### src/design/btas_pkg.sv
// ----------------------------------------------------------------------------
// btas_pkg
// Shared types, constants and helper functions of the block transfer
// address sequencer.
// ----------------------------------------------------------------------------
`default_nettype none

package btas_pkg;

   localparam int NUM_REGS    = 15;
   localparam int MASK_BITS   = 15;
   localparam int ADDR_BITS   = 32;
   localparam int INDEX_BITS  = 4;
   localparam int COUNT_BITS  = 4;
   localparam int WORD_BYTES  = 4;
   localparam int QUEUE_DEPTH = 2;
   localparam int QPTR_BITS   = 1;
   localparam int QCNT_BITS   = 2;

   localparam int REQ_DATA_BITS = 56;
   localparam int RSP_DATA_BITS = 40;

   // one instruction as handed from front to back
   typedef struct packed {
      logic [MASK_BITS-1:0] mask;
      logic [ADDR_BITS-1:0] start_address;
      logic                 is_load;
   } desc_type;

   typedef struct packed {
      logic full;
      logic empty;
   } queue_status_type;

   // mask bits of registers that exist
   function automatic logic [MASK_BITS-1:0] reg_keep_mask();
      logic [MASK_BITS-1:0] keep;
      keep = '0;
      for (int i = 0; i < MASK_BITS; i++) begin
         keep[i] = (i < NUM_REGS);
      end
      return keep;
   endfunction

   function automatic logic [COUNT_BITS-1:0] count_ones(input logic [MASK_BITS-1:0] m);
      logic [COUNT_BITS-1:0] n;
      n = '0;
      for (int i = 0; i < MASK_BITS; i++) begin
         n = n + {{(COUNT_BITS-1){1'b0}}, m[i]};
      end
      return n;
   endfunction

   // index of the lowest set bit, zero for an empty mask
   function automatic logic [INDEX_BITS-1:0] lowest_index(input logic [MASK_BITS-1:0] m);
      logic [INDEX_BITS-1:0] idx;
      idx = '0;
      for (int i = MASK_BITS - 1; i >= 0; i--) begin
         if (m[i]) begin
            idx = INDEX_BITS'(i);
         end
      end
      return idx;
   endfunction

endpackage

`default_nettype wire

### src/design/btas_front.sv
// ----------------------------------------------------------------------------
// btas_front
// Accepts instructions, drops empty masks and works out the address of the
// lowest register before handing the instruction to the queue.
// ----------------------------------------------------------------------------
`default_nettype none

module btas_front
   import btas_pkg::*;
(
   input  wire logic                     req_tvalid,
   output logic                          req_tready,
   input  wire logic [REQ_DATA_BITS-1:0] req_tdata,
   input  wire queue_status_type         q_status,
   output logic                          q_push,
   output desc_type                      q_desc
);

   localparam logic [MASK_BITS-1:0] KEEP = reg_keep_mask();

   logic [ADDR_BITS-1:0]  base_address;
   logic [MASK_BITS-1:0]  mask;
   logic                  before_step;
   logic                  upward;
   logic                  load_dir;
   logic [COUNT_BITS-1:0] n;
   logic [COUNT_BITS+1:0] span;
   logic [COUNT_BITS+1:0] down_offset;
   logic [ADDR_BITS-1:0]  start_address;

   assign base_address = req_tdata[31:0];
   assign mask         = req_tdata[46:32] & KEEP;
   assign before_step  = req_tdata[47];
   assign upward       = req_tdata[48];
   assign load_dir     = req_tdata[49];

   assign n    = count_ones(mask);
   assign span = {n, 2'b00};

   // decrement-after ends at base, so the lowest word sits one word above base-4n
   assign down_offset = before_step ? span
                                    : span - (COUNT_BITS+2)'(WORD_BYTES);

   always_comb begin
      if (upward) begin
         start_address = before_step ? base_address + ADDR_BITS'(WORD_BYTES)
                                     : base_address;
      end else begin
         start_address = base_address - {{(ADDR_BITS-COUNT_BITS-2){1'b0}}, down_offset};
      end
   end

   assign req_tready            = !q_status.full;
   assign q_push                = req_tvalid && req_tready && (mask != '0);
   assign q_desc.mask           = mask;
   assign q_desc.start_address  = start_address;
   assign q_desc.is_load        = load_dir;

endmodule

`default_nettype wire

### src/design/btas_queue.sv
// ----------------------------------------------------------------------------
// btas_queue
// Short instruction queue between the front and back parts.
// ----------------------------------------------------------------------------
`default_nettype none

module btas_queue
   import btas_pkg::*;
(
   input  wire logic       clock,
   input  wire logic       reset,
   input  wire logic       push,
   input  wire desc_type   push_desc,
   input  wire logic       pop,
   output desc_type        head_desc,
   output queue_status_type status
);

   desc_type             entry_ff [QUEUE_DEPTH];
   logic [QPTR_BITS-1:0] wptr_ff, wptr_in;
   logic [QPTR_BITS-1:0] rptr_ff, rptr_in;
   logic [QCNT_BITS-1:0] count_ff, count_in;
   logic                 do_push;
   logic                 do_pop;

   assign status.full  = (count_ff == QCNT_BITS'(QUEUE_DEPTH));
   assign status.empty = (count_ff == '0);
   assign do_push      = push && !status.full;
   assign do_pop       = pop && !status.empty;
   assign head_desc    = entry_ff[rptr_ff];

   always_comb begin
      wptr_in  = wptr_ff;
      rptr_in  = rptr_ff;
      count_in = count_ff;
      if (do_push) begin
         wptr_in = (wptr_ff == QPTR_BITS'(QUEUE_DEPTH - 1)) ? '0 : wptr_ff + 1'b1;
      end
      if (do_pop) begin
         rptr_in = (rptr_ff == QPTR_BITS'(QUEUE_DEPTH - 1)) ? '0 : rptr_ff + 1'b1;
      end
      if (do_push && !do_pop) begin
         count_in = count_ff + 1'b1;
      end else if (do_pop && !do_push) begin
         count_in = count_ff - 1'b1;
      end
   end

   always_ff @(posedge clock) begin
      if (do_push) begin
         entry_ff[wptr_ff] <= push_desc;
      end
   end

   always_ff @(posedge clock) begin
      if (reset) begin
         wptr_ff  <= '0;
         rptr_ff  <= '0;
         count_ff <= '0;
      end else begin
         wptr_ff  <= wptr_in;
         rptr_ff  <= rptr_in;
         count_ff <= count_in;
      end
   end

endmodule

`default_nettype wire

### src/design/btas_back.sv
// ----------------------------------------------------------------------------
// btas_back
// Walks the held mask one set bit per cycle while rsp_tready is high and issues one transfer for each.
// ----------------------------------------------------------------------------
`default_nettype none

module btas_back
   import btas_pkg::*;
(
   input  wire logic                     clock,
   input  wire logic                     reset,
   input  wire queue_status_type         q_status,
   input  wire desc_type                 q_head,
   output logic                          q_pop,
   output logic                          rsp_tvalid,
   input  wire logic                     rsp_tready,
   output logic [RSP_DATA_BITS-1:0]      rsp_tdata,
   output logic                          rsp_tlast
);

   logic                 busy_ff, busy_in;
   logic [MASK_BITS-1:0] mask_ff, mask_in;
   logic [ADDR_BITS-1:0] addr_ff, addr_in;
   logic                 load_ff, load_in;
   logic [MASK_BITS-1:0] rest_mask;
   logic                 fire;
   logic                 final_one;

   assign rest_mask = mask_ff & (mask_ff - 1'b1);
   assign final_one = (rest_mask == '0);
   assign fire      = busy_ff && rsp_tready;
   // next instruction loads when idle or as the final transfer leaves
   assign q_pop     = !q_status.empty && (!busy_ff || (fire && final_one));

   always_comb begin
      busy_in = busy_ff;
      mask_in = mask_ff;
      addr_in = addr_ff;
      load_in = load_ff;
      if (q_pop) begin
         busy_in = 1'b1;
         mask_in = q_head.mask;
         addr_in = q_head.start_address;
         load_in = q_head.is_load;
      end else if (fire) begin
         busy_in = !final_one;
         mask_in = rest_mask;
         addr_in = addr_ff + ADDR_BITS'(WORD_BYTES);
      end
   end

   always_ff @(posedge clock) begin
      mask_ff <= mask_in;
      addr_ff <= addr_in;
      load_ff <= load_in;
   end

   always_ff @(posedge clock) begin
      if (reset) begin
         busy_ff <= 1'b0;
      end else begin
         busy_ff <= busy_in;
      end
   end

   assign rsp_tvalid = busy_ff;
   assign rsp_tlast  = final_one;
   assign rsp_tdata  = {{(RSP_DATA_BITS-INDEX_BITS-ADDR_BITS-1){1'b0}},
                        load_ff, addr_ff, lowest_index(mask_ff)};

endmodule

`default_nettype wire

### src/design/block_transfer_address_sequencer.sv
// ----------------------------------------------------------------------------
// block_transfer_address_sequencer
// Turns one block-transfer instruction into one word transfer per register
// in its mask, lowest register at the lowest address.
// ----------------------------------------------------------------------------
//  channel  direction  transaction
//  req_*    in         one instruction: base, mask, before/up/load bits
//  rsp_*    out        one transfer: register, word address, direction, last
//
//  an instruction with n set mask bits gives n transfers, one per cycle while rsp_tready is high;
//  the back part's walk over the held mask (lowest-bit encode) sets this rate
//  an empty mask is accepted but gives no transfer
//  a two-deep queue lets new instructions enter while transfers are stalled
//  reset clears the queue and the back part, no clearing pass
// ----------------------------------------------------------------------------
`default_nettype none

module block_transfer_address_sequencer
   import btas_pkg::*;
(
   input  wire logic                     clock,
   input  wire logic                     reset,
   input  wire logic                     req_tvalid,
   output logic                          req_tready,
   // base_address[31:0], register_mask[46:32], before_step[47], upward[48],
   // load_dir[49], zero[55:50]
   input  wire logic [REQ_DATA_BITS-1:0] req_tdata,
   output logic                          rsp_tvalid,
   input  wire logic                     rsp_tready,
   // reg_index[3:0], word_address[35:4], is_load[36], zero[39:37]
   output logic [RSP_DATA_BITS-1:0]      rsp_tdata,
   output logic                          rsp_tlast
);

   queue_status_type q_status;
   logic             q_push;
   logic             q_pop;
   desc_type         push_desc;
   desc_type         head_desc;

   btas_front u_front (
      .req_tvalid (req_tvalid),
      .req_tready (req_tready),
      .req_tdata  (req_tdata),
      .q_status   (q_status),
      .q_push     (q_push),
      .q_desc     (push_desc)
   );

   btas_queue u_queue (
      .clock     (clock),
      .reset     (reset),
      .push      (q_push),
      .push_desc (push_desc),
      .pop       (q_pop),
      .head_desc (head_desc),
      .status    (q_status)
   );

   btas_back u_back (
      .clock      (clock),
      .reset      (reset),
      .q_status   (q_status),
      .q_head     (head_desc),
      .q_pop      (q_pop),
      .rsp_tvalid (rsp_tvalid),
      .rsp_tready (rsp_tready),
      .rsp_tdata  (rsp_tdata),
      .rsp_tlast  (rsp_tlast)
   );

`ifndef SYNTHESIS
   // a transfer that is not the last one is followed by more of the same instruction
   a_more_follow: assert property (@(posedge clock) disable iff (reset)
      rsp_tvalid && rsp_tready && !rsp_tlast |=> rsp_tvalid)
      else $error("transfer sequence broke off before last");

   a_index_range: assert property (@(posedge clock) disable iff (reset)
      rsp_tvalid |-> (rsp_tdata[INDEX_BITS-1:0] < INDEX_BITS'(NUM_REGS)))
      else $error("register index out of range");

   a_no_push_full: assert property (@(posedge clock) disable iff (reset)
      q_status.full |-> !q_push)
      else $error("push into full queue");

   // consecutive transfers of one instruction are one word apart
   a_addr_step: assert property (@(posedge clock) disable iff (reset)
      rsp_tvalid && rsp_tready && !rsp_tlast |=>
         (rsp_tdata[35:4] == $past(rsp_tdata[35:4]) + ADDR_BITS'(WORD_BYTES)))
      else $error("address step is not one word");
`endif

endmodule

`default_nettype wire
### config.mk
export PLATFORM = sky130hd
export DESIGN_NAME = block_transfer_address_sequencer
export DESIGN_NICKNAME = d
export VERILOG_FILES = /design/src/design/btas_pkg.sv /design/src/design/btas_front.sv /design/src/design/btas_queue.sv /design/src/design/btas_back.sv /design/src/design/block_transfer_address_sequencer.sv
export SDC_FILE = /design/constraint.sdc
export NUM_CORES = 1
export LEC_CHECK = 0
export BUFFER_PORTS_ARGS = -buffer_cell sky130_fd_sc_hd__buf_2
export CAP_MARGIN = 15
export CELL_PAD_IN_SITES_DETAIL_PLACEMENT = 1
export CELL_PAD_IN_SITES_GLOBAL_PLACEMENT = 2
export CORE_ASPECT_RATIO = 1.25
export CORE_MARGIN = 10
export CORE_UTILIZATION = 38
export CTS_CLUSTER_SIZE = 10
export DETAILED_ROUTE_END_ITERATION = 7
export GPL_TIMING_DRIVEN = 0
export HOLD_SLACK_MARGIN = 0.02
export PLACE_DENSITY_LB_ADDON = 0.1
export SETUP_SLACK_MARGIN = 0.05
export SLEW_MARGIN = 20
export SYNTH_ARGS = -nofsm -noshare
export SYNTH_HDL_FRONTEND = slang
export SYNTH_HIERARCHICAL = 1
export SYNTH_SLANG_ARGS = --single-unit
### constraint.sdc
create_clock -name clock -period 10.4 [get_ports clock]
set_input_delay 2.08 -clock clock [delete_from_list [all_inputs] [get_ports clock]]
set_output_delay 2.08 -clock clock [all_outputs]
set_load 0.02 [all_outputs]
* Word-level counts from Yosys, hierarchy flattened
Memories as Yosys holds them, arrays and structs flattened. A register that Yosys moved wholly into a read port is not among the register bits.
Cells that the tools add are included.
W data, S select, Z words.
** Operators by class
- Add/subtract/negate cells :: 23
- Multipliers :: 0
- Divide/modulo/power cells :: 0
- Magnitude comparators :: 0
- Equality and inequality tests :: 1
- Shift operators :: 0
- Muxes and demuxes :: 32
- Bitwise logic cells :: 1
- Reduce and logical (&&, ||, !) cells :: 21
** Operator list (count)
- $mux W32 :: 4
- $add A32 B3 Y32 const B :: 2
- $mux W4 :: 15
- $add A4 B1 Y4 :: 13
- $sub A32 B6 Y32 :: 1
- $mux W15 :: 2
- $and A15 B15 Y15 :: 1
- $logic_not A15 Y1 :: 1
- $reduce_bool A15 Y1 :: 1
- $sub A15 B1 Y15 const B :: 1
- $logic_and A1 B1 Y1 :: 9
- $mux W1 :: 8
- $logic_not A1 Y1 :: 6
- $mux W6 :: 1
- $sub A6 B3 Y6 const B :: 1
- $mux W2 :: 2
- $reduce_bool A2 Y1 :: 2
- $add A1 B1 Y1 const B :: 2
- $add A1 B1 Y2 :: 1
- $add A2 B1 Y2 const B :: 1
- $eq A2 B2 Y1 const B :: 1
- $logic_not A2 Y1 :: 1
- $sub A2 B1 Y2 const B :: 1
- $logic_or A1 B1 Y1 :: 1
** Word-level totals
- Flip-flop bits (word level) :: 53
- Bits in latches :: 0
- Bits in writable memories :: 96
- Memory bits (read-only) :: 0
- Output and inout bits :: 43
- Memories kept :: 1
** Memory list
- u_queue.entry_ff :: depth 2, width 48, read ports 1, clocked after Yosys merged registers in 1, wr ports 1, line btas_queue.sv:19 : desc_type entry_ff [QUEUE_DEPTH];

* Logic depth before layout (Yosys ltp)
Gate-level depths: netlist (run 1).
- Depth after elaboration :: 18
- Gate-level depth with buffers :: 16
- Depth with buffers taken out :: 16

* Cells and area by module
Netlist (run 1), hierarchy kept.
** By module, submodules not included
- btas_queue :: instances 1, cells an instance 174, area an instance 3681.0 um2
- btas_back :: instances 1, cells an instance 309, area an instance 2941.6 um2
- btas_front :: instances 1, cells an instance 246, area an instance 1793.0 um2

* Worst setup path after synthesis (run 1)
No wires, ideal clock.
- Path type :: input-to-reg
- Start point :: in req_tdata[32]
- End point :: mem u_queue/entry_ff[0][12] (netlist name), data pin
- Setup time :: 262 ps
- Data arrival time :: 6868 ps
- Data required time :: 10138 ps
- Path slack :: 3270 ps
- Stages :: 15
- Path buffers :: 0
- Cell sequence :: inv_1 > fa_1 > fa_1 > fa_1 > fa_1 > fa_1 > fa_1 > ha_1 > mux2_2 > ha_1 > nor2b_1 > o31a_1 > or4_1 > a21boi_1 > xnor2_1
** RTL lines
- from (decl) :: line block_transfer_address_sequencer.sv:27 : input wire logic [REQ_DATA_BITS-1:0] req_tdata,
- to (decl) :: line btas_queue.sv:19

==> summary.txt, run 1 <==
Global route
  • Initial antenna violation count: 0
  • First-pass GRT wire length: 35.24 mm
  • Vias in the first global route: between 6000 and 7000
  • Largest net degree at the start of global routing: between 40 and 50
  • Gr usage total: 15.30%
  • GR Overflow Total: 0

Worst hold path
  • WHS Path Cells: 2
  • Class of the worst hold path: flip-flop to flip-flop

Drt
  • # DRC: 0
  • 1st-pass router iterations: 4
  • Wire per inst: slightly below 20 µm
  • Post-route ant nets: 0
  • Final WL: 22.12 mm
  • Iteration-0 DRC Markers: 241
  • Vias: 5904
  • Vias per inst: 5.220

Timing
  • Total negative slack: 0 ps
  • WHS: 515.1 ps
  • Pins Over Slew Limit: 0
  • Slew headroom: 33.84%
  • RSZ-0062 raised after global routing: false
  • Fmax: 129.7 MHz
  • Fin. Hold Viols: 0
  • Worst-Margin Slew: just under 1000 ps
  • Final period util: roughly 74%
  • Final min period: 7712 ps
  • Post-Route Skew: around 13 ps
  • Setup violators final: 0

Yosys
  • Top cells by area, synth: edfxtp_1 51%, mux2_2 6.6%, xor2_1 4.7%
  • Most frequent cells after synthesis: 144 x edfxtp_1, 69 x nand2_1, 49 x mux2_2
  • Seq/Total Area, Yosys: between 50% and 60%
  • Netlist cell types: 70
  • Async SR Flop Fraction: 0%
  • Post-synth EDFFs: roughly 140
  • Most frequent cell after synthesis: edfxtp_1
  • Synth Register Bits: 150
  • Mapped Area: 0.008416 mm²
  • Main synth FF type: edfxtp_1
  • Cells after Synth: 729
  • YS warnings: 6
  • Synth top area share: about half
  • Syn_area_per_cell: 11.54 µm²
  • Cell taking the most area after synthesis: edfxtp_1

Clocking
  • CTS Buffer Depth: 2
  • Hold Buf Count CTS: 0
  • TritonCTS clock tree: done
  • CTS buffer count: 17
  • Post_cts resized: 0
  • CTS sink cnt: 150
  • # H-tree levels: 4
  • Worst-Skew Late Latency: 420 ps
  • Postcts setup bufs: 0
  • Clk slew on worst S/H paths: 70 ps
  • Clock root cell: clkbuf_16

Final layout
  • Final std cells w/o fill: 1131
  • Count of filler cells inserted in the layout: 2366
  • Post-route cell area: 0.009886 mm²
  • Growth of design area from synthesis to finish: 17.47%
  • Layout cells sized above 1: 26.76%
  • Layout Nets: 921
  • ANT cells: 0

Floorplan
  • Core ar.: 0.02170 mm²
  • Cell row count: 60
  • # IOs: 103
  • Die ar.: between 0.02 and 0.03 mm²
  • Die height: around 190 µm
  • Starting Density: 38.79%
  • Die Width: 153.1 µm

Job
  • Total of max-cap violations: 0

Place
  • DP HPWL: 16.85 mm
  • Gpl congestion: 0.9069
  • DP Cell Count: between 1000 and 1500
  • # port buffers: 86
  • Post-Place Cell Area: between 0.009 and 0.01 mm²

Worst setup path
  • Worst r2r path cells: 10
  • Arrival time worst endpoint: 7920 ps
  • Type of the worst setup path: primary input to flip-flop
  • Worst Setup End Kind: flip-flop
  • CP max FO: 4
  • CP startpoint kind: primary input
  • CP Data Required Time: 10610 ps

Pwr
  • PD cells: roughly 300 mW/mm²
  • Max VDD drop: 0.1402 mV
  • Leak: 3.620 nW

Status
  • Status: completed
## registers in the layout, summed over array words and instances (netlist names), named ones only
signal             cells
u_queue/count_ff       2
u_back/mask_ff        15
u_queue/wptr_ff        1
u_back/load_ff         1
u_back/rsp_tvalid      1
u_queue/rptr_ff        1
u_queue/entry_ff      96
u_back/addr_ff        32
## metrics by stage
stage	worst slack, ps	power [W]	utilization (%)
finish	2688	0.002945	45.57
CTS	2706	0.002982	45.57
global placement	2414	0.002275	42.42
floorplan	3270	0.001909	-
global route	2625	0.003152	45.57
detailed placement	2287	0.002337	42.77
## worst paths after layout
kind,startpoint,to,slack [ps]
hold reg to reg,u_queue/rptr_ff$_SDFFE_PP0P_,u_queue/rptr_ff$_SDFFE_PP0P_,520
setup reg to reg,u_back/mask_ff[0]$_SDFFCE_PN0N_,u_queue/count_ff[1]$_SDFFE_PP0P_,6880
setup / recovery,req_tdata[32],u_queue/entry_ff[1][32]$_DFFE_PP_,2690
hold / removal,u_queue/rptr_ff$_SDFFE_PP0P_,u_queue/rptr_ff$_SDFFE_PP0P_,520
## cell families (layout without fill, tap and decap cells)
family / Yosys count / count (layout) / synth area share (%)
muxes: 53 / 53 / 7.047
DFF: 150 / 150 / 52.81
adders and majority gates: 23 / 23 / 4.371
AOI/OAI and AO/OA: 111 / 111 / 8.386
and+or+nand+nor: 237 / 237 / 14.87
xor gates and xnor gates: 65 / 65 / 6.765
buffers and inverters: 89 / 210 / 5.709
other: 1 / 3 / 0.04456
## report_power, final
group | switching (W) | internal [W]
sequential | 0.000145 | 0.000952
clock | 0.000252 | 0.000382
combinational | 0.000741 | 0.000473
## layer usage
metal / global-route usage, % / part of all wire [%]
met5: 0 / 0
met1: 16.72 / 41
met3: 2.942 / 2.8
met2: 28.81 / 55
met4: 4.592 / 1.3
## critical path: stages
cell      delay (ps)
buf_2            120
inv_1             90
fa_1             580
fa_1             460
fa_1             550
fa_1             440
fa_1             420
fa_1             540
ha_1             320
mux2_2           290
ha_1             270
nor2b_1          150
o31ai_1          790
a22oi_2          250
a211oi_2         260
xor2_1           290
## cells in the final DEF, fill, tap and decap left out, types with 4 or more instances in the layout
| cell | Yosys | layout |
|---|---|---|
| nand3_1 | 34 | 34 |
| edfxtp_1 | 144 | 144 |
| dfxtp_1 | 6 | 6 |
| nor2b_1 | 5 | 5 |
| mux2_2 | 49 | 49 |
| nand2_1 | 69 | 69 |
| or4_1 | 7 | 7 |
| inv_1 | 38 | 37 |
| nor4_1 | 5 | 5 |
| and2_1 | 6 | 5 |
| o31ai_1 | 5 | 5 |
| or3_1 | 6 | 6 |
| o22ai_1 | 6 | 6 |
| a21oi_1 | 14 | 13 |
| clkbuf_1 | 12 | 14 |
| clkbuf_16 | 0 | 17 |
| buf_6 | 6 | 6 |
| and4_1 | 4 | 4 |
| o21ai_1 | 21 | 21 |
| buf_2 | 8 | 94 |
| clkinv_4 | 0 | 4 |
| buf_4 | 24 | 24 |
| ha_1 | 11 | 11 |
| nor2_1 | 41 | 41 |
| xnor2_1 | 20 | 20 |
| nor3_1 | 12 | 12 |
| or2_2 | 4 | 4 |
| nand4_1 | 18 | 18 |
| and3_1 | 12 | 12 |
| fa_1 | 11 | 11 |
| o21ai_0 | 30 | 30 |
| xor2_1 | 45 | 45 |
## area by class of cell
| cell class | count | area (µm²) | area share [%] |
|---|---|---|---|
| buffer | 51 | 337.8 | 3.417 |
| tap | 279 | 349.1 | 3.531 |
| sequential | 150 | 4444 | 44.96 |
| clock inverter | 13 | 173.9 | 1.759 |
| multi-input combinational | 492 | 3512 | 35.53 |
| timing repair buffer | 89 | 493.0 | 4.987 |
| clock buffer | 19 | 432.9 | 4.379 |
| inverter | 38 | 142.6 | 1.443 |
Note: power is estimated with default switching activity, not from simulation.
==> run 2, diff against run 1 <==
Settings changed: ABC_AREA from default to 1, CORE_UTILIZATION 38 to 37.
Clock period 10.4 ns to 7.3 ns, I/O delays scaled along.
==> summary.txt, run 2 <==
Clocking
  • Clk slew on worst S/H paths: 60 ps (was 70 ps)
  • CTS Buffer Depth: 2 (unchanged)
  • CTS buffer count: 17 (unchanged)
  • # H-tree levels: 4 (unchanged)
  • TritonCTS clock tree: done (unchanged)
  • CTS sink cnt: 150 (unchanged)
  • Clock root cell: clkbuf_16 (unchanged)
  • Hold Buf Count CTS: 0 (unchanged)
  • Postcts setup bufs: 0 (unchanged)
  • Worst-Skew Late Latency: 430 ps (was 420 ps)
  • Post_cts resized: 0 (unchanged)

Pwr
  • PD cells: 399.1 mW/mm² (was 297.9 mW/mm²)
  • Max VDD drop: 0.1786 mV (was 0.1402 mV)
  • Leak: 4.914 nW (was 3.620 nW)

Worst setup path
  • WP buf/inv: 3 (was 2)
  • Slowest stage cell, crit path: fa_1 (was o31ai_1)
  • Critical Path, Cell by Cell: buf_2 -> inv_1 -> fa_1 -> fa_1 -> fa_1 -> fa_1 -> fa_1 -> fa_1 -> ha_1 -> nand2_1 -> xor2_1 -> inv_1 -> ha_1 -> nand2_1 -> nand2_1 -> nand2_1 -> nand3_1 -> nand2_1 -> nand2_1 -> nor2_1 -> nand2_1 -> nand2_1 -> nand2_1 (was buf_2 -> inv_1 -> fa_1 -> fa_1 -> fa_1 -> fa_1 -> fa_1 -> fa_1 -> ha_1 -> mux2_2 -> ha_1 -> nor2b_1 -> o31ai_1 -> a22oi_2 -> a211oi_2 -> xor2_1)
  • Worst Setup End Kind: flip-flop (unchanged)
  • Type of the worst setup path: primary input to flip-flop (unchanged)
  • CP Data Required Time: 7430 ps (was 10610 ps)
  • CP startpoint kind: primary input (unchanged)
  • Critical path's top delay family: adder cells (unchanged)
  • Critical Path Max Stage Delay: 580 ps (was 790 ps)
  • Arrival time worst endpoint: 6470 ps (was 7920 ps)
  • CP dominant cell by count: nand2_1 (was fa_1)
  • CP max FO: 5 (was 4)

Yosys
  • Seq/Total Area, Yosys: 46.74% (was 52.81%)
  • Syn_area_per_cell: 8.740 µm² (was 11.54 µm²)
  • Most frequent cells after synthesis: 300 x nand2_1, 144 x edfxtp_1, 139 x inv_1 (was 144 x edfxtp_1, 69 x nand2_1, 49 x mux2_2)
  • YS warnings: 6 (unchanged)
  • Most frequent cell after synthesis: nand2_1 (was edfxtp_1)
  • Synth Register Bits: 150 (unchanged)
  • Top cells by area, synth: edfxtp_1 45%, nand2_1 12%, inv_1 5.5% (was edfxtp_1 51%, mux2_2 6.6%, xor2_1 4.7%)
  • Netlist cell types: 43 (was 70)
  • Main synth FF type: edfxtp_1 (unchanged)
  • Post-synth EDFFs: 144 (unchanged)
  • Mapped Area: 0.009509 mm² (was 0.008416 mm²)
  • Cells after Synth: 1088 (was 729)
  • Async SR Flop Fraction: 0% (unchanged)
  • Cell taking the most area after synthesis: edfxtp_1 (unchanged)
  • Synth top area share: 45.47% (was 51.38%)

Final layout
  • Max reg flops: 96 (unchanged)
  • ANT cells: 0 (unchanged)
  • Largest register by flop count: u_queue/entry_ff (unchanged)
  • Growth of design area from synthesis to finish: 16.64% (was 17.47%)
  • Layout Nets: 1284 (was 921)
  • Layout cells sized above 1: 19.59% (was 26.76%)
  • Top flop regs: u_queue/entry_ff: 96 flops, u_back/addr_ff: 32 flops, u_back/mask_ff: 15 flops (unchanged)
  • Post-route cell area: 0.01109 mm² (was 0.009886 mm²)
  • Most common cell after layout, fill and taps aside: nand2_1 (was edfxtp_1)
  • Final std cells w/o fill: 1550 (was 1131)
  • Most frequent cells in the layout: 300 x nand2_1, 144 x edfxtp_1, 138 x inv_1, 103 x buf_2, 103 x nor2_1 (was 144 x edfxtp_1, 94 x buf_2, 69 x nand2_1, 49 x mux2_2, 45 x xor2_1)

Timing
  • Post-Route Skew: 11.76 ps (was 12.77 ps)
  • Fmax: 157.8 MHz
  • Setup violators final: 0 (unchanged)
  • Total negative slack: 0 ps (unchanged)
  • Worst-Margin Slew: 665.6 ps (was 984.0 ps)
  • Slew headroom: 55.62% (was 33.84%)
  • Fin. Hold Viols: 0 (unchanged)
  • Final period util: ~87%
  • Pins Over Slew Limit: 0 (unchanged)
  • RSZ-0062 raised after global routing: false (unchanged)
  • Final min period: 6337 ps
  • WHS: 544.2 ps (was 515.1 ps)

Drt
  • # DRC: 0 (unchanged)
  • Wire per inst: 17.29 µm (was 19.56 µm)
  • Vias: 7477 (was 5904)
  • Iteration-0 DRC Markers: 237 (was 241)
  • Final WL: 26.79 mm (was 22.12 mm)
  • Vias per inst: 4.824 (was 5.220)
  • 1st-pass router iterations: 4 (unchanged)
  • Post-route ant nets: 0 (unchanged)

Worst hold path
  • Class of the worst hold path: flip-flop to flip-flop (unchanged)

Place
  • DP HPWL: 22.22 mm (was 16.85 mm)
  • Post-Place Cell Area: 0.01053 mm² (was 0.009279 mm²)
  • Gpl congestion: 0.8676 (was 0.9069)
  • # port buffers: 88 (was 86)
  • DP Cell Count: 1518 (was 1099)

Floorplan
  • # IOs: 103 (unchanged)
  • Core ar.: 0.02529 mm² (was 0.02170 mm²)
  • Die ar.: 0.03255 mm² (was 0.02854 mm²)
  • Cell row count: 65 (was 60)
  • Die height: 199.2 µm (was 186.4 µm)
  • Starting Density: 37.60% (was 38.79%)
  • Die Width: 163.4 µm (was 153.1 µm)

Global route
  • Gr usage total: 16.91% (was 15.30%)
  • GR Overflow Total: 0 (unchanged)
  • Largest net degree at the start of global routing: 27 (was 49)
  • Vias in the first global route: 8168 (was 6530)
  • Initial antenna violation count: 0 (unchanged)
  • First-pass GRT wire length: 43.18 mm (was 35.24 mm)

Job
  • Total of max-cap violations: 0 (unchanged)

Status
  • Status: completed (unchanged)
-- run 2: cell count changes in the layout (fill, tap and decap cells not counted), moves of 9 or more --
cell,before,now
nand2_1,69,300
inv_1,37,138
nor2_1,41,103
nand4_1,18,73
mux2_2,49,28
mux2_4,0,20
nand3_1,34,54
o21ai_1,21,3
xor2_1,45,30
and3_1,12,1
buf_2,94,103
nor2_2,0,9
o21ai_0,30,21
xnor2_1,20,11
-- run 2: kinds of logic (layout without fill, tap and decap cells) --
logic type,after synthesis,after routing,synth area share [%]
AO/OA/AOI/OAI,48,48,2.776
XOR/XNOR,41,41,3.776
adder cells (fa/ha/maj),22,22,3.763
buffers and inverters,193,318,9.079
flip-flops,150,150,46.74
multiplexers,48,48,6.474
other,1,3,0.03944
AND/OR/NAND/NOR,585,585,27.36
-- run 2: worst paths after layout --
| check | startpoint | endpoint | slack (ps) | cells after the start |
|---|---|---|---|---|
| worst max register to register | u_back/mask_ff[3]$_DFFE_PN_ | u_queue/count_ff[1]$_SDFFE_PP0P_ | 4350 | 19 |
| worst max-delay path | req_tdata[37] | u_queue/entry_ff[0][32]$_DFFE_PP_ | 960 | 23 |
| worst min-delay path | u_queue/wptr_ff$_SDFFE_PP0P_ | u_queue/wptr_ff$_SDFFE_PP0P_ | 540 | 2 |
| worst min register to register | u_queue/wptr_ff$_SDFFE_PP0P_ | u_queue/wptr_ff$_SDFFE_PP0P_ | 540 | 2 |
-- run 2: layout make-up --
class,instances,area [µm²]
multi-input combinational,747,4224
sequential,150,4444
fill,2985,14200
clock inverter,13,130.1
timing repair buffer,93,578.1
buffer,52,334.1
inverter,141,529.3
tap,335,419.2
clock buffer,19,432.9
-- run 2: metrics by stage --
step / util [%] / total power [W] / worst slack [ps]
floorplan: - / 0.002954 / 1199
global placement: 41.02 / 0.003531 / 642.9
detailed placement: 41.63 / 0.003635 / 547.8
CTS: 43.85 / 0.004491 / 931.7
global route: 43.85 / 0.004795 / 545.8
finish: 43.85 / 0.004427 / 962.5
-- run 2: power by group --
part	total [W]	internal, W	switching (W)
Sequential	0.00158	0.00137	0.000205
Combinational	0.00202	0.000730	0.00129
Clock	0.000834	0.000500	0.000334
Total	0.00443	0.00260	0.00182
-- run 2: per-layer routing --
layer	global-route usage, %	routed length, µm	vias up
met5	0	0	-
li1	-	-	3822
met3	2.615	697	25
met4	5.184	329	0
met2	30.72	14040	103
met1	19.92	11730	3527
-- run 2: tightest hold or removal path, delay by kind of cell (launching register included) --
family	cells	cell delay (ps)
DFF	1	340
and+or+nand+nor	2	160
==> run 3, diff against run 2 <==
Settings changed: CORE_UTILIZATION 37 to 38.
Clock period 7.3 ns to 7.9 ns, I/O delays scaled along.
==> summary.txt, run 3 (synthesized netlist as in run 2, its figures left out) <==
Status
  • Status: completed (unchanged)

Worst setup path
  • CP max FO: 5 (unchanged)
  • Critical Path Max Stage Delay: 560 ps (was 580 ps)
  • Arrival time worst endpoint: 6540 ps (was 6470 ps)
  • Reg2Reg Setup Slack: 4940 ps (was 4350 ps)
  • CP startpoint kind: primary input (unchanged)
  • CP Data Required Time: 8070 ps (was 7430 ps)
  • WP buf/inv: 5 (was 3)
  • Slowest stage cell, crit path: fa_1 (unchanged)
  • Worst Setup End Kind: flip-flop (unchanged)
  • Critical Path, Cell by Cell: buf_2 -> inv_1 -> fa_1 -> fa_1 -> fa_1 -> fa_1 -> fa_1 -> fa_1 -> xor2_1 -> nand4_1 -> xnor2_1 -> inv_1 -> ha_1 -> inv_1 -> nor2_1 -> nand2_1 -> nor2_1 -> nand2_1 -> nand3_1 -> nand2_2 -> nand2_1 -> nand2_1 -> nand2_1 -> inv_1 (was buf_2 -> inv_1 -> fa_1 -> fa_1 -> fa_1 -> fa_1 -> fa_1 -> fa_1 -> ha_1 -> nand2_1 -> xor2_1 -> inv_1 -> ha_1 -> nand2_1 -> nand2_1 -> nand2_1 -> nand3_1 -> nand2_1 -> nand2_1 -> nor2_1 -> nand2_1 -> nand2_1 -> nand2_1)
  • CP dominant cell by count: fa_1 (was nand2_1)
  • Type of the worst setup path: primary input to flip-flop (unchanged)
  • Critical path's top delay family: adder cells (unchanged)

Global route
  • Largest net degree at the start of global routing: 26 (was 27)
  • Initial antenna violation count: 0 (unchanged)
  • Vias in the first global route: 8364 (was 8168)
  • First-pass GRT wire length: 44.35 mm (was 43.18 mm)
  • Gr usage total: 17.44% (was 16.91%)
  • GR Overflow Total: 0 (unchanged)

Final layout
  • Post-route cell area: 0.01110 mm² (was 0.01109 mm²)
  • Final Util: 45.16% (was 43.85%)
  • Growth of design area from synthesis to finish: 16.75% (was 16.64%)
  • ANT cells: 0 (unchanged)
  • Largest register by flop count: u_queue/entry_ff (unchanged)
  • Area occupied by multi-input gates: 0.004224 mm² (unchanged)
  • Most common cell after layout, fill and taps aside: nand2_1 (unchanged)
  • Layout cells sized above 1: 19.75% (was 19.59%)
  • Sequential cell area: 0.004444 mm² (unchanged)
  • Top flop regs: u_queue/entry_ff: 96 flops, u_back/addr_ff: 32 flops, u_back/mask_ff: 15 flops (unchanged)
  • Max reg flops: 96 (unchanged)
  • Most frequent cells in the layout: 300 x nand2_1, 144 x edfxtp_1, 138 x inv_1, 103 x buf_2, 103 x nor2_1 (unchanged)
  • Count of filler cells inserted in the layout: 2978 (was 2985)
  • Layout Nets: 1284 (unchanged)

Drt
  • Post-route ant nets: 0 (unchanged)
  • Iteration-0 DRC Markers: 265 (was 237)
  • # DRC: 0 (unchanged)
  • Vias: 7608 (was 7477)
  • Wire per inst: 17.45 µm (was 17.29 µm)
  • Vias per inst: 4.924 (was 4.824)
  • Final WL: 26.96 mm (was 26.79 mm)
  • 1st-pass router iterations: 4 (unchanged)

Pwr
  • Max VDD drop: 0.1621 mV (was 0.1786 mV)
  • Leak: 4.911 nW (was 4.914 nW)
  • PD cells: 370.7 mW/mm² (was 399.1 mW/mm²)

Place
  • Worst slack, placed: 1088 ps (was 547.8 ps)
  • Post-Place Cell Area: 0.01052 mm² (was 0.01053 mm²)
  • DP HPWL: 22.21 mm (was 22.22 mm)
  • Gpl congestion: 0.8569 (was 0.8676)
  • # port buffers: 88 (unchanged)

Timing
  • Final min period: 6369 ps
  • Worst-Margin Slew: 692.7 ps (was 665.6 ps)
  • Slew headroom: 53.72% (was 55.62%)
  • WHS: 552.6 ps (was 544.2 ps)
  • Fin. Hold Viols: 0 (unchanged)
  • Final period util: between 80% and 90%
  • RSZ-0062 raised after global routing: false (unchanged)
  • Setup violators final: 0 (unchanged)
  • Pins Over Slew Limit: 0 (unchanged)
  • Fmax: about 160 MHz
  • Total negative slack: 0 ps (unchanged)
  • Final WS setup: 1531 ps (was 962.5 ps)
  • Post-Route Skew: 12.37 ps (was 11.76 ps)

Clocking
  • TritonCTS clock tree: done (unchanged)
  • Hold Buf Count CTS: 0 (unchanged)
  • Worst-Skew Late Latency: 420 ps (was 430 ps)
  • CTS sink cnt: 150 (unchanged)
  • Postcts setup bufs: 0 (unchanged)
  • Post_cts resized: 0 (unchanged)
  • CTS buffer count: 17 (unchanged)
  • Clock root cell: clkbuf_16 (unchanged)
  • CTS Buffer Depth: 2 (unchanged)
  • Clk slew on worst S/H paths: 60 ps (about the same)
  • # H-tree levels: 4 (unchanged)

Job
  • Total of max-cap violations: 0 (unchanged)

Floorplan
  • Starting Density: 38.68% (was 37.60%)
  • Cell row count: 64 (was 65)
  • Die height: 196.9 µm (was 199.2 µm)
  • Core ar.: 0.02458 mm² (was 0.02529 mm²)
  • Die Width: 161.5 µm (was 163.4 µm)
  • Die ar.: 0.03179 mm² (was 0.03255 mm²)
  • # IOs: 103 (unchanged)

Worst hold path
  • Class of the worst hold path: flip-flop to flip-flop (unchanged)
run 3: cell count changes in the layout (fill, tap and decap cells not counted), sizes merged:
cell      previous run  this run
clkinv               7         2
clkbuf              28        31
bufinv               2         1
clkinvlp             2         5
run 3: where the power goes:
part           leakage (nW)  switching [W]  internal [W]
Sequential             1.42       0.000188       0.00127
Combinational          3.22        0.00120      0.000676
Clock                 0.271       0.000315      0.000467
Total                  4.91        0.00171       0.00241
run 3: per-stage QoR:
stage               total power [W]  std cells
finish                     0.004115       1545
global route               0.004454       1545
CTS                        0.004168       1545
detailed placement         0.003367       1513
global placement           0.003254       1508
floorplan                  0.002729       1090
run 3: per-layer routing:
layer	wire length [µm]	vias to the layer above	part of all wire (%)	GRT usage, %
met5	0	-	0	0
met4	324	0	1.2	4.995
met3	675	14	2.5	2.690
met2	14100	110	52	31.66
met1	11860	3659	44	20.81
li1	-	3825	-	-
run 3: path summary, 6_finish.rpt:
| path | from | end | cells after the start |
|---|---|---|---|
| worst max-delay path | req_tdata[32] | u_queue/entry_ff[0][26]$_DFFE_PP_ | 24 |
| worst min register to register | u_queue/wptr_ff$_SDFFE_PP0P_ | u_queue/wptr_ff$_SDFFE_PP0P_ | 2 |
| worst min-delay path | u_queue/wptr_ff$_SDFFE_PP0P_ | u_queue/wptr_ff$_SDFFE_PP0P_ | 2 |
| worst max register to register | u_back/mask_ff[3]$_DFFE_PN_ | u_queue/count_ff[1]$_SDFFE_PP0P_ | 19 |
run 3: layout make-up:
type / instances / area share [%]
Sequential cell: 150 / 40.03
Multi-Input combinational cell: 747 / 38.05
Timing Repair Buffer: 93 / 5.207
Inverter: 141 / 4.767
Clock buffer: 22 / 4.362
Tap cell: 330 / 3.719
Buffer: 52 / 3.009
Clock inverter: 10 / 0.8565
run 3: worst reg2reg max path, cell delays in order (launching register included):
cell and delay (ps):
edfxtp_1 440, nor2_2 230, nand2_2 130, nor2_2 150
nand2_1 60, nand2_1 80, nand2_1 50, nor2_1 110
nand3_1 160, nand2_4 170, nand3_4 120, buf_2 220
inv_1 140, o21ai_0 160, ha_1 340, inv_1 90
nand3_1 70, nand2_1 60, inv_1 30, nor2_1 100
